**config.mk**
```make
export PLATFORM = sky130hd
export DESIGN_NAME = dqrs_front
export DESIGN_NICKNAME = d
export VERILOG_FILES = /design/src/dqrs_pkg.sv /design/src/dqrs_front.sv
export SDC_FILE = /design/constraint.sdc
export NUM_CORES = 1
export LEC_CHECK = 0
export CELL_PAD_IN_SITES_DETAIL_PLACEMENT = 1
export CELL_PAD_IN_SITES_GLOBAL_PLACEMENT = 1
export CORE_MARGIN = 5
export CORE_UTILIZATION = 40
export CTS_CLUSTER_DIAMETER = 200
export DETAILED_ROUTE_END_ITERATION = 8
export DONT_BUFFER_PORTS = 1
export PLACE_DENSITY_LB_ADDON = 0.1
export SKIP_CTS_REPAIR_TIMING = 1
export SLEW_MARGIN = 20
export SYNTH_ARGS = -nofsm -noshare
export SYNTH_HDL_FRONTEND = slang
export SYNTH_SLANG_ARGS = --single-unit
```
**constraint.sdc**
```tcl
create_clock -name clk -period 2.6 [get_ports clk]
set_input_delay 0.26 -clock clk [delete_from_list [all_inputs] [get_ports clk]]
set_output_delay 0.26 -clock clk [all_outputs]
set_load 0.02 [all_outputs]
```
**src/dqrs_pkg.sv**
```systemverilog
// ----------------------------------------------------------------------------
// dqrs_pkg: deque with running statistics, shared types and constants
// Command codes, status codes, sizes and the front-to-back queue entry.
// ----------------------------------------------------------------------------
package dqrs_pkg;

    localparam int DEPTH      = 256;
    localparam int DATA_W     = 32;
    localparam int SUM_W      = 40;
    localparam int IDX_W      = $clog2(DEPTH);
    localparam int CNT_W      = IDX_W + 1;
    localparam int QDEPTH     = 2;

    localparam logic signed [DATA_W-1:0] MOST_NEG = {1'b1, {(DATA_W-1){1'b0}}};
    localparam logic signed [DATA_W-1:0] MOST_POS = {1'b0, {(DATA_W-1){1'b1}}};

    typedef enum logic [2:0] {
        CMD_PUSH_FRONT = 3'd0,
        CMD_PUSH_BACK  = 3'd1,
        CMD_POP_FRONT  = 3'd2,
        CMD_POP_BACK   = 3'd3,
        CMD_CLEAR      = 3'd4,
        CMD_CONTAINS   = 3'd5,
        CMD_COUNT_EQ   = 3'd6,
        CMD_NOP        = 3'd7
    } cmd_t;

    typedef enum logic [1:0] {
        ST_DONE  = 2'd0,
        ST_EMPTY = 2'd1,
        ST_FULL  = 2'd2
    } status_t;

    typedef struct packed {
        cmd_t                      cmd;
        logic signed [DATA_W-1:0]  value;
    } word_t;

    typedef enum logic [2:0] {
        S_IDLE,
        S_RDPOP,
        S_SCAN,
        S_SCANLAST,
        S_ENDS,
        S_ENDS2,
        S_REPORT
    } state_t;

endpackage

```
**src/dqrs_front.sv**
```systemverilog
// ----------------------------------------------------------------------------
// dqrs_front: command intake
// Two-entry queue of command words feeding the execution engine.
// ----------------------------------------------------------------------------
module dqrs_front
(
    input  logic                      clk,
    input  logic                      rst_n,
    input  logic                      start,
    input  logic [2:0]                cmd,
    input  logic signed [31:0]        value,
    output logic                      busy,
    output logic                      q_valid,
    output dqrs_pkg::word_t           q_word,
    input  logic                      q_take
);
    import dqrs_pkg::*;

    word_t       mem_reg [QDEPTH];
    logic        wp_reg, wp_next, rp_reg, rp_next;
    logic [1:0]  cnt_reg, cnt_next;
    logic        push;

    assign busy    = (cnt_reg == 2'(QDEPTH));
    assign push    = start && !busy;
    assign q_valid = (cnt_reg != 2'd0);
    assign q_word  = mem_reg[rp_reg];

    always_comb
    begin
        wp_next  = push ? ~wp_reg : wp_reg;
        rp_next  = (q_take && q_valid) ? ~rp_reg : rp_reg;
        cnt_next = cnt_reg + 2'(push) - 2'(q_take && q_valid);
    end

    always_ff @(posedge clk or negedge rst_n)
    begin
        if (!rst_n)
        begin
            wp_reg  <= 1'b0;
            rp_reg  <= 1'b0;
            cnt_reg <= 2'd0;
        end
        else
        begin
            wp_reg  <= wp_next;
            rp_reg  <= rp_next;
            cnt_reg <= cnt_next;
        end
    end

    always_ff @(posedge clk)
    begin
        if (push)
        begin
            mem_reg[wp_reg] <= '{cmd: cmd_t'(cmd), value: value};
        end
    end

`ifndef ASSERT_OFF
    a_no_over: assert property (@(posedge clk) disable iff (!rst_n)
        cnt_reg <= 2'(QDEPTH)) else $error("queue overflow");
    a_take_valid: assert property (@(posedge clk) disable iff (!rst_n)
        q_take |-> q_valid) else $error("take from empty queue");
    a_full_busy: assert property (@(posedge clk) disable iff (!rst_n)
        (cnt_reg == 2'(QDEPTH)) |-> busy) else $error("busy missing");
`endif

endmodule

```
==> run summary, run 1 <==
outcome - complete, no violations
largest net degree at the start of global routing - 26
Power Density - 1150 mW/mm2
initial core utilization - 0.415
number of max-cap violations - 0
DRT iter0 DRCs - 26
die width - 94.5 um
root buf cell - clkbuf_8
Num CTS Buffers - 9
Tcrit/Tclk final - 0.828
Detailed Routing Iterations Pass 1 - 4
clk_lat worst skew - 330 ps
Seq/Total Area, Yosys - 0.772
clk buf depth - 2
maximum clock rate - 465 MHz
total negative slack - 0 ps
Core Area - 0.00687 mm2
Crit path required time - 2340 ps
fin crit period - 2150 ps
Net Sw Power - 1300 uW
CTS tree - yes
clk sinks - 74
switch share - 0.315
Buffers on Ports - 0
syn_nets - 168
drt via density - 4.62
clock-pin slew on the worst setup and hold paths - 70 ps
routed vias - 1274
post-synthesis register bit count - 74
hold_ws - 136 ps
CP Max Fanout - 25
Die Span Y - 94.5 um
die area - 0.00892 mm2
Avg Cell Area, Syn - 22.5 um2
routability cong. - 0.575
clock skew - 3.73 ps
max reg flops - 70
Netlist cell types - 15
Ant. Diodes - 0
layout cells sized above 1 - 0.317
Post-DRT Antenna Nets - 0
dpl hpwl - 3.44 mm
Final Hold Vio Count - 0
synthesis-to-finish area growth - 25.5%
num rows - 30
post-DR wirelength/cell - 18.6 um
signal arrival time at the worst endpoint - 1890 ps
cell count after synthesis - 127
sequential power share - 0.439
Leakage - 0.00131 uW
Crit Path Category - register to output pin
first-pass GRT wire length - 7.15 mm
CP startpoint kind - register
Overflow after GRT - 0
Pint - 2830 uW
Comb power frac - 0.313
antenna violations before repair - 0
Final setup viols - 0
vias in the first global route - 1322
# H-tree levels - 3
worst hold path type - input pin to register
Pins Over Slew Limit - 0
post-layout net count - 216
unrepaired setup endpoints after global routing - no
VDD IR-drop max - 0.690 mV
IO Pins - 76
total global-route track usage - 0.114
Total Routed Length - 5.14 mm
synthesized area - 0.00285 mm2
Worst-Margin Slew - 746 ps
YS warnings - 0
Remaining DRCs - 0
slew margin rel. - 0.503
Crit. End Element - output pin
clock power share - 0.248
## area by class of cell
cell class	instances	area (um2)
Clock buffer	10	128
Clock inverter	6	105
Fill cell	629	3290
Inverter	2	7.51
Multi-Input combinational cell	47	607
Sequential cell	74	2200
Tap cell	96	120
Timing Repair Buffer	41	410
## worst max-delay path: stages (launching register included)
cell and delay (ps):
dfrtp_2 850, buf_4 330, mux2_4 360
## metal layers
layer  share of wire  track usage  wire (um)
met5               0            0          0
met4           0.014       0.0613         70
met3           0.057       0.0653        291
met2            0.55        0.196       2830
met1            0.38        0.106       1950
## path summary, 6_finish.rpt
path	end	cells past startpoint	slack, ps	start
max	q_word[24]	2	450	rp_reg
min	rp_reg	2	140	q_take
max reg2reg	cnt_reg[1]	7	740	cnt_reg[1]
min reg2reg	cnt_reg[0]	1	540	cnt_reg[0]
max in group asynchronous	rp_reg	1	2210	rst_n
min in group asynchronous	wp_reg	1	200	rst_n
## power by group through the flow
stage | clock [uW] | sequential [uW] | combinational [uW]
floorplan | 0 | 1720 | 1170
global placement | 0 | 1820 | 1240
detailed placement | 0 | 1850 | 1270
CTS | 1060 | 1820 | 1270
global route | 1130 | 1840 | 1360
finish | 1020 | 1810 | 1290
## cell usage in the layout, fill, tap and decap left out
| cell | n |
|---|---|
| nand2b_1 | 1 |
| or2_1 | 1 |
| nand2_1 | 1 |
| xor2_1 | 1 |
| bufinv_16 | 3 |
| clkbuf_1 | 1 |
| edfxtp_1 | 70 |
| dlygate4sd3_1 | 36 |
| clkbuf_8 | 9 |
| ha_1 | 2 |
| mux2_2 | 6 |
| and2_4 | 1 |
| clkinv_1 | 2 |
| inv_1 | 2 |
| and3_2 | 1 |
| mux2_4 | 29 |
| dfrtp_1 | 3 |
| buf_4 | 4 |
| xnor2_1 | 3 |
| nor2_4 | 1 |
| dfrtp_2 | 1 |
| buf_12 | 1 |
| clkinvlp_4 | 1 |
## Yosys cell counts, drive strengths merged
library cell	n	area, um2
dfrtp	4	100
nor2	1	3.75
and3	1	6.26
edfxtp	70	2100
buf	4	45.0
xnor2	3	26.3
and2	1	8.76
ha	2	25.0
or2	1	6.26
nand2	1	3.75
nand2b	1	6.26
mux2	35	503
inv	2	7.51
xor2	1	8.76
## per-stage QoR
stage	instances	power, uW	utilization	cell area [um2]	setup slack, ps
finish	276	4130	0.521	3580	448
CTS	240	4150	0.469	3220	404
global placement	224	3060	0.435	2990	809
floorplan	127	2900	-	2850	105
detailed placement	224	3120	0.435	2990	731
global route	276	4330	0.521	3580	363
## kinds of logic after synthesis
| logic type | share of synthesized area |
|---|---|
| flops | 0.772 |
| mux | 0.176 |
| buf+inv | 0.0184 |
| simple gates | 0.0123 |
| xor+xnor | 0.0123 |
| fa+ha+maj | 0.00877 |
(Power assumes the default switching activity.)
==> run 2, diff against run 1 <==
Clock period 2.6 ns to 2.24 ns, I/O delays scaled along.
==> run 2 against run 1 <==
  * Sequential power rose by 9.9%
  * Worst setup slack got worse by 37 ps
  * Largest power group unchanged
  * Global-route usage fell by 0.33 points
  * Critical path type is now register to register
  * Final cell count fell by 0.72%
  * Flip-flop and latch count did not move
  * Via count rose by 0.31%
  * First-iteration DRC count rose by 62%
  * Register-to-register slack got worse by 330 ps
  * Worst hold slack got worse by 15 ps
  * Combinational power rose by 24%
  * Sequential share of layout area fell by 0.065 points
==> run summary, run 2 (synthesized netlist as in run 1, its figures left out) <==
initial core utilization - 0.415
Crit. End Element - register
worst hold path type - input pin to register
Cells after DPL - 223
die width - 94.5 um
Final Util - 0.522
Worst-Margin Slew - 460 ps
Detailed Routing Iterations Pass 1 - 3
Final Hold Vio Count - 0
outcome - complete, no violations
clk_lat worst skew - 330 ps
CP Max Fanout - 3
clk sinks - 74
clk buf depth - 2
Leakage - 0.00131 uW
Num CTS Buffers - 9
routability cong. - 0.659
Ant. Diodes - 0
max reg flops - 70
Core Area - 0.00687 mm2
maximum clock rate - 547 MHz
die area - 0.00892 mm2
clock skew - 8.05 ps
routed vias - 1278
Tcrit/Tclk final - 0.817
vias in the first global route - 1287
Power Density - 1330 mW/mm2
signal arrival time at the worst endpoint - 2070 ps
most common cell after layout, fill and taps aside - edfxtp_1
Final setup viols - 0
CP startpoint kind - register
IO Pins - 76
DRT iter0 DRCs - 42
Fill cells - 620
Remaining DRCs - 0
synthesis-to-finish area growth - 25.7%
drt via density - 4.66
post-layout net count - 215
root buf cell - clkbuf_8
Non-Filler Instances - 274
number of max-cap violations - 0
post-DR wirelength/cell - 17.9 um
slew margin rel. - 0.693
commonest cells after routing, fill and taps aside - edfxtp_1, dlygate4sd3_1, mux2_4, clkbuf_8, mux2_2
Total Routed Length - 4.90 mm
Post-DRT Antenna Nets - 0
largest net degree at the start of global routing - 24
Crit Path Category - register to register
layout cells sized above 1 - 0.320
unrepaired setup endpoints after global routing - no
antenna violations before repair - 0
total global-route track usage - 0.111
clock-pin slew on the worst setup and hold paths - 70 ps
fin crit period - 1830 ps
VDD IR-drop max - 0.760 mV
dpl hpwl - 3.30 mm
Crit path required time - 2490 ps
# H-tree levels - 3
num rows - 30
DP Area - 0.00299 mm2
final instance area - 0.00358 mm2
Die Span Y - 94.5 um
total negative slack - 0 ps
Pins Over Slew Limit - 0
CTS tree - yes
Buffers on Ports - 0
Overflow after GRT - 0
first-pass GRT wire length - 6.96 mm
run 2: cell types whose count changed in the layout (fill, tap and decap cells not counted):
cell,before,now
clkinv_4,0,1
clkinvlp_4,1,0
clkinv_2,0,1
clkinv_1,2,0
buf_4,4,2
buf_12,1,2
run 2: through the flow:
stage          setup slack, ps  hold slack [ps]  power [uW]
4_1_cts                    386             -430        4820
5_1_grt                    320             93.8        5020
2_1_floorplan              321            -71.6        3360
3_5_place_dp               409            -71.4        3620
3_3_place_gp               489            -71.4        3560
6_report                   411              121        4780
run 2: layer usage:
layer | track usage | wire length (um) | part of all wire | up-vias
li1 | - | - | - | 581
met1 | 0.110 | 1820 | 0.37 | 652
met2 | 0.190 | 2670 | 0.55 | 40
met3 | 0.0614 | 347 | 0.071 | 5
met4 | 0.0469 | 54 | 0.011 | 0
met5 | 0 | 0 | 0 | -
run 2: cell type report:
type                       count  area [um2]  share of cell area
sequential                    74        2200               0.615
multi-input combinational     47         607               0.169
timing repair buffer          40         415               0.116
clock buffer                  10         128              0.0356
tap                           96         120              0.0335
clock inverter                 5         104              0.0290
inverter                       2        7.51             0.00209
run 2: power breakdown:
| group | switching [uW] | internal [uW] |
|---|---|---|
| Combinational | 945 | 657 |
| Sequential | 93.0 | 1900 |
| Clock | 451 | 734 |
run 2: final timing paths:
kind / depth (start not counted) / startpoint / slack [ps] / to
worst max-delay path: 7 / cnt_reg[1] / 410 / cnt_reg[1]
worst min-delay path: 2 / q_take / 120 / rp_reg
worst max register to register: 7 / cnt_reg[1] / 410 / cnt_reg[1]
worst min register to register: 1 / cnt_reg[0] / 520 / cnt_reg[0]
max in group asynchronous: 1 / rst_n / 1880 / rp_reg
min in group asynchronous: 1 / rst_n / 170 / wp_reg
run 2: worst max-delay path: stages, from the launching register on:
cell and delay [ps]:
dfrtp_1 400, or2_1 340, and2_4 210, ha_1 260
inv_1 40, ha_1 180, xnor2_1 180, xnor2_1 140
